[src/design/rte_pkg.sv]
// Package for the rigid transform engine: word widths, mode codes,
// transfer payload types and lane/merge control structs. No dependencies.
`timescale 1ns / 1ps

package rte_pkg;

    localparam int FRAC_BITS = 16;
    localparam int WORD_W    = 32;
    localparam int PROD_W    = 2 * WORD_W;
    localparam int ACC_W     = PROD_W + 2;
    localparam int LANES     = 3;
    localparam int COLS      = 4;

    localparam logic signed [WORD_W-1:0] ONE_WORD  = WORD_W'(1) <<< FRAC_BITS;
    localparam logic signed [WORD_W-1:0] WORD_MAX  = {1'b0, {(WORD_W-1){1'b1}}};
    localparam logic signed [WORD_W-1:0] WORD_MIN  = {1'b1, {(WORD_W-1){1'b0}}};

    localparam logic [1:0] MODE_WRITE     = 2'd0;
    localparam logic [1:0] MODE_TRANSFORM = 2'd1;
    localparam logic [1:0] MODE_INVERT    = 2'd2;
    localparam logic [1:0] MODE_READ      = 2'd3;

    localparam logic [1:0] ROW_FIXED = 2'd3;
    localparam logic [1:0] COL_TRANS = 2'd3;

    typedef struct packed {
        logic [1:0]               mode;
        logic [1:0]               row;
        logic [1:0]               col;
        logic signed [WORD_W-1:0] element_value;
        logic signed [WORD_W-1:0] point_x;
        logic signed [WORD_W-1:0] point_y;
        logic signed [WORD_W-1:0] point_z;
    } t_in_data;

    typedef struct packed {
        logic signed [WORD_W-1:0] out_x;
        logic signed [WORD_W-1:0] out_y;
        logic signed [WORD_W-1:0] out_z;
        logic signed [WORD_W-1:0] read_value;
        logic                     saturated;
    } t_out_data;

    typedef struct packed {
        logic start;
        logic neg;
        logic mul_en;
        logic acc_en;
    } t_lane_ctl;

    typedef struct packed {
        logic       fire;
        logic [1:0] mode;
    } t_merge_ctl;

endpackage

[src/design/rte_lane.sv]
// One multiply-accumulate lane: registered product, wide accumulator,
// optional negate, shift by the fraction bits and saturate. Uses rte_pkg.
`timescale 1ns / 1ps

module rte_lane (
    input  logic                              i_clk,
    input  rte_pkg::t_lane_ctl                i_ctl,
    input  logic signed [rte_pkg::ACC_W-1:0]  i_init,
    input  logic signed [rte_pkg::WORD_W-1:0] i_a,
    input  logic signed [rte_pkg::WORD_W-1:0] i_b,
    output logic signed [rte_pkg::WORD_W-1:0] o_word,
    output logic                              o_sat
);

    logic signed [rte_pkg::PROD_W-1:0] r_prod;
    logic signed [rte_pkg::PROD_W-1:0] w_prod;
    logic signed [rte_pkg::ACC_W-1:0]  r_acc;
    logic                              r_neg;
    logic signed [rte_pkg::ACC_W-1:0]  w_signed;
    logic signed [rte_pkg::ACC_W-1:0]  w_shift;
    logic [rte_pkg::ACC_W-rte_pkg::WORD_W:0] w_top;

    assign w_prod = i_a * i_b;

    always_ff @(posedge i_clk) begin
        if (i_ctl.mul_en) begin
            r_prod <= w_prod;
        end
        if (i_ctl.start) begin
            r_acc <= i_init;
            r_neg <= i_ctl.neg;
        end else if (i_ctl.acc_en) begin
            r_acc <= r_acc + rte_pkg::ACC_W'(r_prod);
        end
    end

    always_comb begin
        w_signed = r_neg ? -r_acc : r_acc;
        w_shift  = w_signed >>> rte_pkg::FRAC_BITS;
        w_top    = w_shift[rte_pkg::ACC_W-1:rte_pkg::WORD_W-1];
        if ((&w_top) || !(|w_top)) begin
            o_word = w_shift[rte_pkg::WORD_W-1:0];
            o_sat  = 1'b0;
        end else begin
            o_word = w_signed[rte_pkg::ACC_W-1] ? rte_pkg::WORD_MIN : rte_pkg::WORD_MAX;
            o_sat  = 1'b1;
        end
    end

endmodule

[config.mk]
export PLATFORM = sky130hd
export DESIGN_NAME = rte_lane
export DESIGN_NICKNAME = d
export VERILOG_FILES = /design/src/design/rte_pkg.sv /design/src/design/rte_lane.sv
export SDC_FILE = /design/constraint.sdc
export NUM_CORES = 2
export LEC_CHECK = 0
export BUFFER_PORTS_ARGS = -buffer_cell sky130_fd_sc_hd__buf_2
export CAP_MARGIN = 20
export CORE_MARGIN = 1
export CORE_UTILIZATION = 66
export DETAILED_ROUTE_END_ITERATION = 7
export PLACE_DENSITY = 0.91
export SLEW_MARGIN = 30
export SYNTH_ARGS = -nofsm -noshare
export SYNTH_HDL_FRONTEND = slang
export SYNTH_SLANG_ARGS = --single-unit
export TNS_END_PERCENT = 10
[constraint.sdc]
create_clock -name i_clk -period 10 [get_ports i_clk]
set_input_delay 1.5 -clock i_clk [delete_from_list [all_inputs] [get_ports i_clk]]
set_output_delay 1.5 -clock i_clk [all_outputs]
set_load 0.01 [all_outputs]
# [After elaboration in Yosys (flattened, before gate mapping)]
# Index checks and enable logic that the tools add are counted.
[totals] wordCells=17 inputBits=135 out_inout_bits=33 reg_bits=131
[op_classes] n_mux=6 reduce_logical=5 addsub=2 multipliers=1
[ops] op="$mux W66" n=3
[ops] op="$add A66 B64 Y66" n=1
[ops] op="$neg A66 Y66" n=1
[ops] op="$mul A32 B32 Y64" n=1
[ops] op="$mux W32" n=2
[ops] op="$reduce_and A19 Y1" n=1
[ops] op="$reduce_or A19 Y1" n=1
[ops] op="$reduce_bool A2 Y1" n=1
[ops] op="$logic_not A1 Y1" n=1
[ops] op="$logic_or A1 B1 Y1" n=1
[ops] op="$mux W1" n=1

# [Longest topological paths before layout]
[logic_depth] ltp_word=6 depth_mapped=31 ltp_nobuf=29

# [Worst setup path before layout]
# OpenSTA, ideal clock, no wires.
[synth_path] kind="input to register" start="input i_a[31] (netlist name)" end="register r_prod[62] (netlist name), data pin" setup_ns=0.282 path_buffers=1 t_arrival_ns=8.904 path_stages=25 required_time_ns=9.718 setup_slack_ns=0.813 cell_sequence="clkbuf_1 > nand2_1 > inv_1 > fa_1 > fa_1 > fa_1 > fa_1 > inv_1 > fa_1 > inv_1 > fa_1 > inv_1 > fa_1 > inv_1 > fa_1 > ha_1 > and3_1 > and2_1 > nand4_1 > or2_2 > o221a_2 > a21o_1 > a21o_1 > o31ai_1 > o311ai_0"
[synth_between] elab_chain_len=1
[synth_lines] element="start: declaration" line="rte_lane.sv:9" source="input logic signed [rte_pkg::WORD_W-1:0] i_a,"
[synth_lines] element="$mul A32 B32 Y64" line="rte_lane.sv:23" source="assign w_prod = i_a * i_b;"
[synth_lines] element="net w_prod (one bit)" line="rte_lane.sv:16" source="logic signed [rte_pkg::PROD_W-1:0] w_prod;"
[synth_lines] element="end signal: assignment" line="rte_lane.sv:27" source="r_prod <= w_prod;"
[synth_lines] element="end: declaration" line="rte_lane.sv:15" source="logic signed [rte_pkg::PROD_W-1:0] r_prod;"
# The timed path passes the listed nets, and every way through them passes these cells.
# A chain may end at the register's enable or synchronous reset.

# [Worst setup path after layout]
[layout_path] start="input i_b[8] (netlist name)" end="register r_prod[62] (netlist name), data pin"
[layout_between] elab_chain_len=1
[layout_lines] element="start: declaration" line="rte_lane.sv:10" source="input logic signed [rte_pkg::WORD_W-1:0] i_b,"
[layout_lines] element="$mul A32 B32 Y64" line="rte_lane.sv:23"
[layout_lines] element="net w_prod (one bit)" line="rte_lane.sv:16"
# The timed path passes the listed nets, and every way through them passes these cells.

==> results.md <==
* Status: finished, violations left
* Failing checks: design-rule violations
* Setup bufs post-CTS at 0
* Max-cap viol count at 0
* Root buf cell: clkbuf_16
* Clock transition at the registers of the reported paths at 0.06 ns
* Initial antenna violation count at 11
* Cts repair resizes at 0
* Post-synthesis sequential area ratio at 8.52%
* TNS Setup at 0 ns
* Clk_skew at 0.00883 ns
* Vias in the first global route at 37,774
* Worst Hold Class: reg2reg
* Final Max Tran Viols at 0
* Yosys reg bits at 131
* Final worst slack at ~0.65 ns
* Top-count cell post-synth: fa_1
* Most used flip-flop cell after synthesis: edfxtp_1
* Most frequent cells after synthesis: fa_1, inv_1, nand2_1
* Crit path launch type: primary input
* Max frequency at 107 MHz
* Post-Syn Area at 46,200 um2
* Multi-input logic area at about 37,000 um2
* CTS tree: done
* TritonCTS Sinks at 131
* Via-to-Cell Ratio at about 6.0
* RSZ-0062 raised after global routing: false
* CTS max path bufs at 2
* Avg Inst Size Synth at 9.33 um2
* Crit path max fanout at 32
* ANT nets after route at 0
* Area Overhead vs Synth at 4.18%
* Post-layout util at 69.8%
* Hold buffers post-CTS at 0
* Num CTS Buffers at 17
* DRT Pass-1 Iters at 8
* Share of layout cells above drive strength 1 at 6.38%
* Sequential Area at 3930 um2
* Row Count at 96
* FFs w/ async S/R, synth at 0%
* Core area at 68,900 um2
* Synth cell types at 83
* Horiz. Die Dim at 266 um
* Worst EP arrival at 9.52 ns
* Fin crit share at 93.5%
* Clk Latency, worst-skew pair at 0.44 ns
* Starting Density at 67.0%
* Pre-CTS WS at 0.310 ns
* Via count at 35,439
* Syn Inst Count at 4,947
* CP Data Required Time at 10.16 ns
* DR DRC count at 6
* Number of enable flip-flop cells after synthesis at 131
* Critical Path Sink Type: flip-flop
* Die Span Y at 266 um
* Global route overflow at 0
* Total GRT Usage at 36.8%
* Die area at 71,000 um2
* DP Wirelength at 103 mm
* Post-synth top area cell: fa_1
* First-pass GRT wire length at around 200 mm
* I/O Buffers at roughly 170
* Setup-failing EPs final at 0
* Post-synth top area share at a little under half
* Wire per inst at approximately 21 um
* # IOs at approximately 170
* Yosys warns at 0
* DRT iter0 DRCs at between 3,000 and 4,000
* Slew margin rel. at between 30% and 40%
* Post-detailed-routing wire length at 126 mm
* Syn Nets at about 6,400
* Crit Path Class: in2reg
* H-tree levels at 4
* Tmin final at 9.35 ns
* Most area-consuming cells after synthesis: fa_1, edfxtp_1, inv_1, and2_1, ha_1
* NumNets Final at 6,391
* Hold Vio Cnt, Final at 0
* Number of fillers in the final layout at ~4,900
* Pin count of the biggest net entering global routing at 67
* Worst-Margin Slew at roughly 0.92 ns
* Final GP Congestion at 1.06
flip-flops by register name, summed over array words and instances (netlist names):
name    cells
r_prod     64
r_acc      66
r_neg       1
cells by family (layout without fill, tap and decap cells):
logic type / count (synthesis) / in the layout / share of synthesized area [%]
AO/OA/AOI/OAI: 576 / 576 / 8.04
XOR/XNOR: 159 / 159 / 3.02
adder cells (fa/ha/maj): 1332 / 1332 / 53.7
buffers and inverters: 1249 / 1239 / 10.3
flip-flops: 131 / 131 / 8.52
multiplexers: 8 / 8 / 0.184
other: 0 / 6 / 0
AND/OR/NAND/NOR: 1492 / 1492 / 16.3
area by class of cell:
class / instances / share of cell area, %
Multi-Input combinational cell: 3567 / 78.0
Antenna cell: 6 / 0.0312
Clock inverter: 15 / 0.252
Sequential cell: 131 / 8.18
Timing Repair Buffer: 216 / 2.54
Tap cell: 931 / 2.42
Inverter: 991 / 7.73
Clock buffer: 17 / 0.884
metrics by stage:
| step | area (um2) | hold WS [ns] | std cells |
|---|---|---|---|
| after floorplan | 46200 | 0.650 | 4947 |
| after global placement | 47500 | 0.696 | 5834 |
| after detailed placement | 47500 | 0.710 | 5834 |
| after CTS | 48100 | 0.725 | 5866 |
| after global routing | 48100 | 0.748 | 5874 |
| final | 48100 | 0.726 | 5874 |
layout by cell type, fill, tap and decap left out, drive strengths merged, types with 91 or more instances in the layout:
master and instances:
inv 997, ha 249, edfxtp 131, o21ai 151, and2 502, a21oi 170
xnor2 91, nand2 654, buf 215, nor2 114, fa 1083
critical path, cell delays in order:
cell	delay, ns
buf_2	0.56
nand2_1	0.27
fa_1	0.69
fa_1	0.99
fa_1	0.55
fa_1	0.51
inv_1	0.06
fa_1	0.58
fa_1	0.45
fa_1	0.52
fa_1	0.43
ha_1	0.40
and4_1	0.29
and2_1	0.19
nand4_1	0.12
or2_2	0.31
o221a_2	0.15
a21o_1	0.20
a21o_1	0.20
o31ai_1	0.37
o311ai_0	0.18
routing by layer:
layer / vias up / track usage, % / part of all wire [%]
met5: - / 0 / 0.044
li1: 15047 / - / -
met1: 17502 / 47.8 / 37
met2: 2429 / 56.0 / 44
met4: 8 / 14.7 / 4.3
met3: 453 / 13.9 / 15
final timing paths:
path,start,slack [ns],cells past startpoint,endpoint
min,r_acc[0],0.73,2,r_acc[0]
min reg2reg,r_acc[0],0.73,2,r_acc[0]
max,i_b[8],0.65,21,r_prod[62]
max reg2reg,r_acc[1],6.09,11,r_acc[57]
Power is not shown: default switching activity piles up to over one toggle a cycle in this logic, so the estimate is an artifact.
