**config.mk**
```make
export PLATFORM = sky130hd
export DESIGN_NAME = rte_merge
export DESIGN_NICKNAME = d
export VERILOG_FILES = /design/src/design/rte_pkg.sv /design/src/design/rte_merge.sv
export SDC_FILE = /design/constraint.sdc
export NUM_CORES = 1
export LEC_CHECK = 0
export BUFFER_PORTS_ARGS = -buffer_cell sky130_fd_sc_hd__buf_4
export CAP_MARGIN = 40
export CORE_AREA = 2 2 103 105
export CTS_BUF_LIST = sky130_fd_sc_hd__clkbuf_2 sky130_fd_sc_hd__clkbuf_4 sky130_fd_sc_hd__clkbuf_8
export DETAILED_ROUTE_END_ITERATION = 10
export DIE_AREA = 0 0 105 107
export GPL_TIMING_DRIVEN = 0
export PLACE_DENSITY = 0.85
export SYNTH_ARGS = -nofsm -noshare
export SYNTH_HDL_FRONTEND = slang
export SYNTH_SLANG_ARGS = --single-unit
```
**constraint.sdc**
```tcl
create_clock -name i_clk -period 2 [get_ports i_clk]
set_input_delay 0.2 -clock i_clk [delete_from_list [all_inputs] [get_ports i_clk]]
set_output_delay 0.2 -clock i_clk [all_outputs]
set_load 0.02 [all_outputs]
```
**src/design/rte_pkg.sv**
```systemverilog
// Package for the rigid transform engine: word widths, mode codes,
// transfer payload types and lane/merge control structs. No dependencies.
`timescale 1ns / 1ps

package rte_pkg;

    localparam int FRAC_BITS = 16;
    localparam int WORD_W    = 32;
    localparam int PROD_W    = 2 * WORD_W;
    localparam int ACC_W     = PROD_W + 2;
    localparam int LANES     = 3;
    localparam int COLS      = 4;

    localparam logic signed [WORD_W-1:0] ONE_WORD  = WORD_W'(1) <<< FRAC_BITS;
    localparam logic signed [WORD_W-1:0] WORD_MAX  = {1'b0, {(WORD_W-1){1'b1}}};
    localparam logic signed [WORD_W-1:0] WORD_MIN  = {1'b1, {(WORD_W-1){1'b0}}};

    localparam logic [1:0] MODE_WRITE     = 2'd0;
    localparam logic [1:0] MODE_TRANSFORM = 2'd1;
    localparam logic [1:0] MODE_INVERT    = 2'd2;
    localparam logic [1:0] MODE_READ      = 2'd3;

    localparam logic [1:0] ROW_FIXED = 2'd3;
    localparam logic [1:0] COL_TRANS = 2'd3;

    typedef struct packed {
        logic [1:0]               mode;
        logic [1:0]               row;
        logic [1:0]               col;
        logic signed [WORD_W-1:0] element_value;
        logic signed [WORD_W-1:0] point_x;
        logic signed [WORD_W-1:0] point_y;
        logic signed [WORD_W-1:0] point_z;
    } t_in_data;

    typedef struct packed {
        logic signed [WORD_W-1:0] out_x;
        logic signed [WORD_W-1:0] out_y;
        logic signed [WORD_W-1:0] out_z;
        logic signed [WORD_W-1:0] read_value;
        logic                     saturated;
    } t_out_data;

    typedef struct packed {
        logic start;
        logic neg;
        logic mul_en;
        logic acc_en;
    } t_lane_ctl;

    typedef struct packed {
        logic       fire;
        logic [1:0] mode;
    } t_merge_ctl;

endpackage

```
**src/design/rte_merge.sv**
```systemverilog
// Merge stage: combines the three lane results (invert: saturation only)
// or the read word into one result and holds it in the output register. Uses rte_pkg.
`timescale 1ns / 1ps

module rte_merge (
    input  logic                                              i_clk,
    input  logic                                              i_rst_n,
    input  rte_pkg::t_merge_ctl                               i_ctl,
    input  logic [rte_pkg::LANES-1:0][rte_pkg::WORD_W-1:0]    i_lane_word,
    input  logic [rte_pkg::LANES-1:0]                         i_lane_sat,
    input  logic signed [rte_pkg::WORD_W-1:0]                 i_read_value,
    output logic                                              o_take_ok,
    output logic                                              o_out_valid,
    input  logic                                              i_out_ready,
    output rte_pkg::t_out_data                                o_out_data
);

    logic               r_valid;
    rte_pkg::t_out_data r_data;
    rte_pkg::t_out_data n_data;

    assign o_take_ok   = !r_valid || i_out_ready;
    assign o_out_valid = r_valid;
    assign o_out_data  = r_data;

    always_comb begin
        n_data = '0;
        unique case (i_ctl.mode)
            rte_pkg::MODE_TRANSFORM: begin
                n_data.out_x     = $signed(i_lane_word[0]);
                n_data.out_y     = $signed(i_lane_word[1]);
                n_data.out_z     = $signed(i_lane_word[2]);
                n_data.saturated = |i_lane_sat;
            end
            rte_pkg::MODE_INVERT: begin
                n_data.saturated = |i_lane_sat;
            end
            rte_pkg::MODE_READ: begin
                n_data.read_value = i_read_value;
            end
            rte_pkg::MODE_WRITE: begin
                n_data.saturated = 1'b0;
            end
            default: begin
                n_data = '0;
            end
        endcase
    end

    always_ff @(posedge i_clk) begin
        if (!i_rst_n) begin
            r_valid <= 1'b0;
        end else if (i_ctl.fire) begin
            r_valid <= 1'b1;
        end else if (i_out_ready) begin
            r_valid <= 1'b0;
        end
    end

    always_ff @(posedge i_clk) begin
        if (i_ctl.fire) begin
            r_data <= n_data;
        end
    end

endmodule

```
* Yosys cells after proc, flatten, opt, wreduce, memory -nomap -nowiden
Index checks and enable logic that the tools add are counted.
** Storage, ports and cells
- Input port bits :: 137
- Bits in registers :: 130
- Logic and storage cells :: 16
- Output and inout port bits :: 131
** Cells by class
- Muxes and demuxes :: 2
- Reductions and logical operators :: 5
- Equal/unequal tests :: 3
** Operators by type and width (count)
- 2-bit == test, second input constant :: 2
- 3-bit OR reduction :: 1
- 2-bit by 1-bit == test with 1-bit output, second input constant :: 1
- 1-bit two-way mux :: 2
- 2-bit nonzero test :: 1
- 2-bit OR reduction :: 1
- 1-bit zero test :: 1
- 1-bit logical OR :: 1

* Longest topological paths before layout
Gate-level depths: netlist (run 1).
- Depth after elaboration :: 2
- Depth in mapped cells :: 5
- Gate-level depth less buffers :: 3

* Least setup slack after synthesis (run 1)
No wires, ideal clock.
- Kind :: input -> register
- Start :: in i_ctl[1] in the netlist's numbering
- End :: reg r_data, in the netlist o_out_data[100] (data pin)
- Cell stages on the path :: 5
- Path buffers :: 2
- Data required time :: 1.745 ns
- Slack :: 0.929 ns
- Library setup time :: 0.255 ns
- Data arrival time :: 0.816 ns
- Cells stage by stage :: inv_1 -> ha_1 -> buf_6 -> buf_6 -> and2_1
** On the way
- Longest elaborated chain between the ends :: 1
** Ends and longest elaborated chain
- start, declared :: RTL line rte_merge.sv:8 : input rte_pkg::t_merge_ctl i_ctl,
- 2-bit by 1-bit == test with 1-bit output :: RTL line rte_merge.sv:28 : unique case (i_ctl.mode)
- end signal, assigned :: RTL line rte_merge.sv:62 : r_data <= n_data;
- end, declared :: RTL line rte_merge.sv:19 : rte_pkg::t_out_data r_data;
Every way passes these cells.
A chain may end at the register's enable or synchronous reset.

* Worst setup path after layout (run 1)
- Start :: reg r_data, in the netlist o_out_data[117]
- End :: out o_out_data[117] in the netlist's numbering
** RTL lines
- end, declared :: RTL line rte_merge.sv:15 : output rte_pkg::t_out_data o_out_data
No word-level cell between the ends.

==> reports/summary.md, run 1 <==
The flow ran to the end, and the final reports show no timing, DRC or antenna violations. Across all hold checks on the routed design, the worst slack comes to 0.06513 ns. The run gives 268 as the number of top-level design ports. The relative slew slack is 0.6445. The tools report the type of destination of the critical path as a primary output.

The number of endpoints with negative hold slack in the final report came out at 0. VDD sags by at most 0.5517 mV. The area enclosed by the die boundary is 11240 µm². The worst setup path is of the reg2out kind. The logs give 3494 for the via count of the first global-routing pass and 1.34 ns for the setup slack on the worst flop-to-flop path.

The sequential cell area fraction in the yosys report came out at 0.8035. After detailed routing, the number of remaining DRC violations is 0. The distinct cell type count of the synthesized netlist is 11, and the setup clock skew after layout is 0 ns. The number of max-slew violations in the final report came out at 0.

From synthesis to final layout, the design area changed by 53.09%. The endpoint of the lowest-slack register-to-register path was o_out_valid$_SDFFE_PN0P_. The run gives 4 as the number of iterations in the first detailed-routing pass. The cell sitting at the root of the clock tree is a sky130_fd_sc_hd__clkbuf_8. For this design, the CTS-stage hold fixing added 0 buffers. The logs give 418 for the net count after synthesis and 4 for the number of H-tree levels. The core outline area was 10090 µm². Dominant delay contributor by cell family on the critical path: flip-flops. The delay of the slowest cell on the worst path came out at 0.40 ns. Dividing the detail-routed wire length by the instance count gives 16.28 µm. The most common cell after layout, fill and taps aside is sky130_fd_sc_hd__buf_4. The signal on the critical path passes through buf_4. In this run the worst hold path is classified as in2reg. For this run the aggregate overflow at the end of global routing stands at 0. Averaged over all synthesized cells, the footprint is 17.37 µm².

Once the clock tree was built, the resizer swapped 0 gates to a different size. Across the run, the number of max-cap violations was 0. The final-stage net count is 705, and the fraction of final layout cells with drive strength greater than 1 is 0.5363. The clock net sink count came out at 130. Detailed placement ended at an HPWL of 8815 µm.

The tools report the number of standard-cell rows in the floorplan as 37. TritonCTS built the clock tree. The count of nets left with antenna violations once routing finished came out at 0. The instance count along the most critical hold path works out to 2. At the later pin of the worst-skew pair, clock insertion delay measures 0.40 ns.

The arrival time of data at the critical path endpoint was 0.98 ns; the slew at the pin closest to its max-slew limit was 0.5332 ns. The die width was 105 µm; the number of fill cells in the layout was 671. In the routed layout, each cell is associated on average with a via count of 4.549. In this run the static leakage power is 3.194 nW. The source of the worst hold timing path is i_rst_n. Setup repair after global routing left no endpoint under its margin. Destination of the worst hold path: o_out_valid$_SDFFE_PN0P_.

Effective utilization at floorplan: 0.4802. The first global-routing pass estimated 17500 µm of wire. The synthesized design contains 130 register bits. Period utilization: 0.5912.

The number of antenna violations at the first check in global routing came out at 0. Based on the critical path, the design can be clocked at up to 845.7 MHz. The run gives 279 as the count of mapped cells out of synthesis.

The number of antenna cells inserted is 0. For the all-layer global routing usage, the log shows 0.2069. For the mapped cell area, the log shows 4846 µm². The count of buffers added on input and output ports is 267. The run gives 17 as the total CTS buffers.

The die is 107 µm tall. After routing, the total negative slack on setup checks comes to 0 ns. The highest-delay cell along the critical path was sky130_fd_sc_hd__edfxtp_1. The required time of the worst setup path is 1.80 ns, and the final weighted congestion of routability-driven global placement is 0.7666. The number of buffer and inverter stages on the critical path was 1; the maximum number of pins on one net before global-route repair was 76. The final critical-path required period was 1.182 ns; the via count of the routed design was 3248. The number of cells on the worst reg-to-reg path is 2. Clock-pin slew reported for the worst setup and hold paths after clock tree synthesis: 0.07 ns.

The tools report the detailed router's first-iteration violation count as 148. The wire length reported by the detailed router was 11630 µm; the power density of the placed cells was 845.2 nW/µm². The maximum fanout along the worst path was 1; the post-CTS setup buffer count was 0. The Yosys step of the flow raised 0 warnings.

STA classifies the critical path startpoint as a flop. The startpoint of the most critical register-to-register path is o_out_valid$_SDFFE_PN0P_. In the layout the commonest cells are sky130_fd_sc_hd__buf_4, sky130_fd_sc_hd__edfxtp_1, sky130_fd_sc_hd__and2_1. The clock passes through at most 2 buffers. Setup violations remaining at the end of the flow were counted as 0.
-- metrics by stage --
step | power [mW] | instances | instance area (µm²) | util | worst slack (ns)
floorplan | 3.680 | 279 | 4846 | - | 0.9294
global placement | 4.237 | 682 | 7020 | 0.6956 | 0.2444
detailed placement | 4.273 | 683 | 7052 | 0.6987 | 0.6046
CTS | 6.327 | 714 | 7418 | 0.7351 | 0.7763
global route | 6.493 | 714 | 7418 | 0.7351 | 0.7321
finish | 6.270 | 714 | 7418 | 0.7351 | 0.8175
-- per-layer routing --
layer | share of wire | track usage | wire length, µm | vias to the layer above
li1 | - | - | - | 1543
met1 | 0.34 | 0.2128 | 4009 | 1511
met2 | 0.54 | 0.3789 | 6270 | 177
met3 | 0.097 | 0.08389 | 1133 | 17
met4 | 0.018 | 0.07429 | 213 | 0
met5 | 0 | 0 | 0 | -
-- where the power goes --
group          total (mW)  leakage, nW  switching [mW]  internal, mW
clock                2.07        0.191           0.955          1.11
sequential           3.26         1.24          0.0569          3.21
combinational       0.940         1.76           0.474         0.466
total                6.27         3.19            1.49          4.78
-- layout make-up --
| cell class | instances | area [µm²] | share of cell area |
|---|---|---|---|
| plain buffers | 13 | 96.34 | 0.01299 |
| clock buffers | 19 | 249.0 | 0.03356 |
| clock inverters | 12 | 117.6 | 0.01585 |
| inverters | 2 | 7.507 | 0.001012 |
| multi-input cells | 134 | 848.3 | 0.1144 |
| flip-flops and latches | 130 | 3894 | 0.5249 |
| well taps | 136 | 170.2 | 0.02294 |
| repair buffers | 268 | 2036 | 0.2744 |
-- cell families after synthesis --
kind of cell,Yosys count,synth area share
adder cells (fa/ha/maj),2,0.005163
AND/OR/NAND/NOR,131,0.1683
flip-flops,130,0.8035
AO/OA/AOI/OAI,1,0.001550
buffers and inverters,15,0.02143
-- cells in the mapped netlist --
cell type / count / area [µm²]
sky130_fd_sc_hd__inv_1: 2 / 7.510
sky130_fd_sc_hd__buf_6: 5 / 56.30
sky130_fd_sc_hd__edfxtp_1: 129 / 3874
sky130_fd_sc_hd__nor3_1: 1 / 5.000
sky130_fd_sc_hd__ha_1: 2 / 25.02
sky130_fd_sc_hd__nor2_1: 1 / 3.750
sky130_fd_sc_hd__a21boi_0: 1 / 7.510
sky130_fd_sc_hd__and2_1: 128 / 800.8
sky130_fd_sc_hd__dfxtp_1: 1 / 20.02
sky130_fd_sc_hd__buf_2: 8 / 40.04
sky130_fd_sc_hd__nand2b_1: 1 / 6.260
-- flip-flops by register name (all words and copies together), names as in the netlist --
name and flops:
o_out_data 129, o_out_valid 1
-- worst max path at each step --
stage                     cells after the start                             to  slack, ns                     startpoint
after floorplan                               5  o_out_data[100]$_SDFFCE_PP0P_       0.93                       i_ctl[1]
after global placement                        1  o_out_data[104]$_SDFFCE_PP0P_       0.24                       i_ctl[2]
after detailed placement                      5   o_out_data[91]$_SDFFCE_PP0P_       0.60                       i_ctl[0]
after CTS                                     1                o_out_data[117]       0.78  o_out_data[117]$_SDFFCE_PP0P_
after global routing                          2                      o_take_ok       0.73       o_out_valid$_SDFFE_PN0P_
final                                         1                o_out_data[117]       0.82  o_out_data[117]$_SDFFCE_PP0P_
No activity file was read; power rests on OpenSTA's default activity.
==> run 2, diff against run 1 <==
--- a/config.mk
+++ b/config.mk
@@ -7,12 +7,11 @@
 export LEC_CHECK = 0
 export BUFFER_PORTS_ARGS = -buffer_cell sky130_fd_sc_hd__buf_4
 export CAP_MARGIN = 40
-export CORE_AREA = 2 2 103 105
+export CORE_UTILIZATION = 41
 export CTS_BUF_LIST = sky130_fd_sc_hd__clkbuf_2 sky130_fd_sc_hd__clkbuf_4 sky130_fd_sc_hd__clkbuf_8
 export DETAILED_ROUTE_END_ITERATION = 10
-export DIE_AREA = 0 0 105 107
 export GPL_TIMING_DRIVEN = 0
-export PLACE_DENSITY = 0.85
+export PLACE_DENSITY = 0.77
 export SYNTH_ARGS = -nofsm -noshare
 export SYNTH_HDL_FRONTEND = slang
 export SYNTH_SLANG_ARGS = --single-unit
==> constraint.sdc (replaced) <==
create_clock -name i_clk -period 1 [get_ports i_clk]
set_input_delay 0.1 -clock i_clk [delete_from_list [all_inputs] [get_ports i_clk]]
set_output_delay 0.1 -clock i_clk [all_outputs]
set_load 0.02 [all_outputs]
==> reports/summary.md, run 2 (synthesized netlist as in run 1, its figures left out) <==
The power density of the placed cells was 1444 nW/µm²; the number of flip-flops under the largest register name was 129. Summing all non-filler instances in the final layout gives an area of 9241 µm². The final critical-path required period is 1.112 ns. The layout has 532 filler cells. For the number of hold buffers added after cts, the log shows 132.

The DRC violations left came out at 0. Setup repair after global routing could not meet its margin everywhere. The top cell types in the final layout, fill and taps aside, are sky130_fd_sc_hd__buf_4, sky130_fd_sc_hd__buf_6, sky130_fd_sc_hd__dlygate4sd3_1. The library cell used most frequently in the layout, excluding fill and tap cells, is sky130_fd_sc_hd__buf_4. The placed instances occupy a cell area of 7061 µm². The floorplan has 39 rows. The worst setup path is of the reg2out kind. The relative slew slack is 0.6111, and the vertical die dimension is 110.7 µm. For the required time of the worst setup path, the log shows 0.90 ns. Entering global routing, the biggest net connects 74 pins.

For flop-to-flop paths, the worst setup slack is 0.21 ns. The average via count per standard cell came out at 4.603. CTS saw 130 sinks. For the number of H-tree levels, the log shows 4. In this run the deepest clock path goes through 2 buffers. The logs give 0 for the global route total overflow and 1.01 ns for the arrival time of data at the critical path endpoint.

Estimated wirelength of the detail-placed design: 8329 µm. Across the run, the number of max-cap violations was 0. The end-of-flow core utilization is 0.8059, and the final weighted congestion of routability-driven global placement is 0.7410.

The number of cells on the worst reg-to-reg path is 2. In the final routed layout, each cell accounts on average for 17.65 µm. The destination of the worst hold path is o_out_valid$_SDFFE_PN0P_.

The tools report the setup clock skew after layout as 0 ns. The tools report the final-stage net count as 837. Buffers placed on the I/O ports in this run total 267.

The startpoint of the most critical register-to-register path was o_out_valid$_SDFFE_PN0P_. The core outline area is 11470 µm², and the number of iterations in the first detailed-routing pass is 4. Number of antenna violations at the first check in global routing: 2. Derived from the worst setup path, the maximum achievable clock frequency is 899.5 MHz. STA classifies the critical path startpoint as a flop. For the via count of the routed design, the log shows 3931. The tools report the type of destination of the critical path as a primary output. The effective utilization at floorplan was 0.4226; the post-layout worst setup margin was -0.1118 ns.

Later-pin clock latency in the skew report: 0.43 ns. The run gives 0 as the residual antenna-violating net count after detailed routing. Compared with the post-synthesis result, the final layout area differs by 90.70%.

Wire length of the first global-routing pass: 23100 µm. The tools report the all-layer global routing usage as 0.2510. Die width: 110.7 µm. The source of the worst hold timing path was i_out_ready. The area enclosed by the die boundary is 12260 µm², and the via count of the first global-routing pass is 4440.

Summed over all cells, the static leakage comes to 3.913 nW. The setup slack after placement is -0.3532 ns. The type of the most critical hold path is in2reg. Period utilization: 1.112. TritonCTS built the clock tree. The tools report the number of endpoints with negative hold slack in the final report as 0. The checks that failed: negative setup slack. The flow ran to the end, but the final reports show violations. Setup violations remaining at the end of the flow were counted as 131. Number of max-slew violations in the final report: 0. The cell sitting at the root of the clock tree is a sky130_fd_sc_hd__clkbuf_8.

The worst ir drop on vdd is 1.056 mV, and the clock-pin slew reported for the worst setup and hold paths after clock tree synthesis is 0.07 ns. TritonCTS created 17 clock buffers. The detailed router's first-iteration violation count was 202; the instance count along the most critical hold path was 3.

The fraction of final layout cells with drive strength greater than 1 works out to 0.4372. The slew at the pin closest to its max-slew limit works out to 0.5833 ns. For this block, the routed nets add up to 15080 µm of wire.

Maximum fanout along the worst path: 2. The endpoint of the lowest-slack register-to-register path is o_out_valid$_SDFFE_PN0P_. 268 I/O pins were placed.
run 2: cell types whose count changed in the layout (fill, tap and decap cells not counted), moves of 2 or more:
cell                            previous run  this run
sky130_fd_sc_hd__buf_4                   266       137
sky130_fd_sc_hd__buf_6                     6       134
sky130_fd_sc_hd__clkbuf_4                  2         4
sky130_fd_sc_hd__clkinv_4                  2         0
sky130_fd_sc_hd__diode_2                   0         2
sky130_fd_sc_hd__dlygate4sd3_1             0       132
run 2: routing by layer:
| layer | global-route usage | wire (µm) | up-vias |
|---|---|---|---|
| li1 | - | - | 1808 |
| met1 | 0.2450 | 5180 | 1872 |
| met2 | 0.4588 | 8244 | 201 |
| met3 | 0.08529 | 1064 | 50 |
| met4 | 0.1422 | 588 | 0 |
| met5 | 0 | 0 | - |
run 2: metrics by stage:
step | std cells | hold WS [ns] | setup TNS [ns] | power (mW)
floorplan | 279 | 0.2125 | 0 | 7.360
global placement | 689 | 0.3641 | -108.27 | 8.475
detailed placement | 690 | 0.3845 | -43.16 | 8.532
CTS | 852 | -0.03592 | -12.87 | 13.31
global route | 854 | 0.01892 | -14.65 | 13.78
finish | 854 | 0.04470 | -8.362 | 13.35
run 2: final cells by class:
class	count	area, µm²	share of cell area
repair buffers	400	3845	0.4161
plain buffers	13	96.34	0.01043
inverters	2	7.507	0.0008123
well taps	143	178.9	0.01936
multi-input cells	134	855.8	0.09261
clock buffers	21	264.0	0.02857
flip-flops and latches	130	3897	0.4217
clock inverters	9	91.34	0.009884
diodes	2	5.005	0.0005416
run 2: worst max-delay path by stage:
stage                                          to  slack (ns)                           from  cells past startpoint
floorplan           o_out_data[100]$_SDFFCE_PP0P_        0.03                       i_ctl[1]                      5
global placement     o_out_data[18]$_SDFFCE_PP0P_       -0.68                       i_ctl[2]                      1
global route                            o_take_ok       -0.15       o_out_valid$_SDFFE_PN0P_                      2
CTS                               o_out_data[109]       -0.14  o_out_data[109]$_SDFFCE_PP0P_                      1
finish                                  o_take_ok       -0.11       o_out_valid$_SDFFE_PN0P_                      2
detailed placement   o_out_data[16]$_SDFFCE_PP0P_       -0.35                       i_ctl[2]                      2
run 2: what timing repair did:
| action | CTS | global route |
|---|---|---|
| setup buffers | 0 | 0 |
| setup endpoints to repair | 131 | 132 |
| hold endpoints to repair | 130 | 1 |
| gates resized for setup | 118 | 16 |
run 2: worst max-delay path, cell delays in order (launching register included):
cell                       delay [ns]
sky130_fd_sc_hd__dfxtp_4         0.38
sky130_fd_sc_hd__nand2b_4        0.07
sky130_fd_sc_hd__buf_6           0.13
run 2: where the power goes:
group | total (mW) | switching [mW] | internal [mW]
Combinational | 2.60 | 1.10 | 1.50
Sequential | 6.62 | 0.194 | 6.43
Clock | 4.13 | 1.88 | 2.25
Total | 13.3 | 3.17 | 10.2
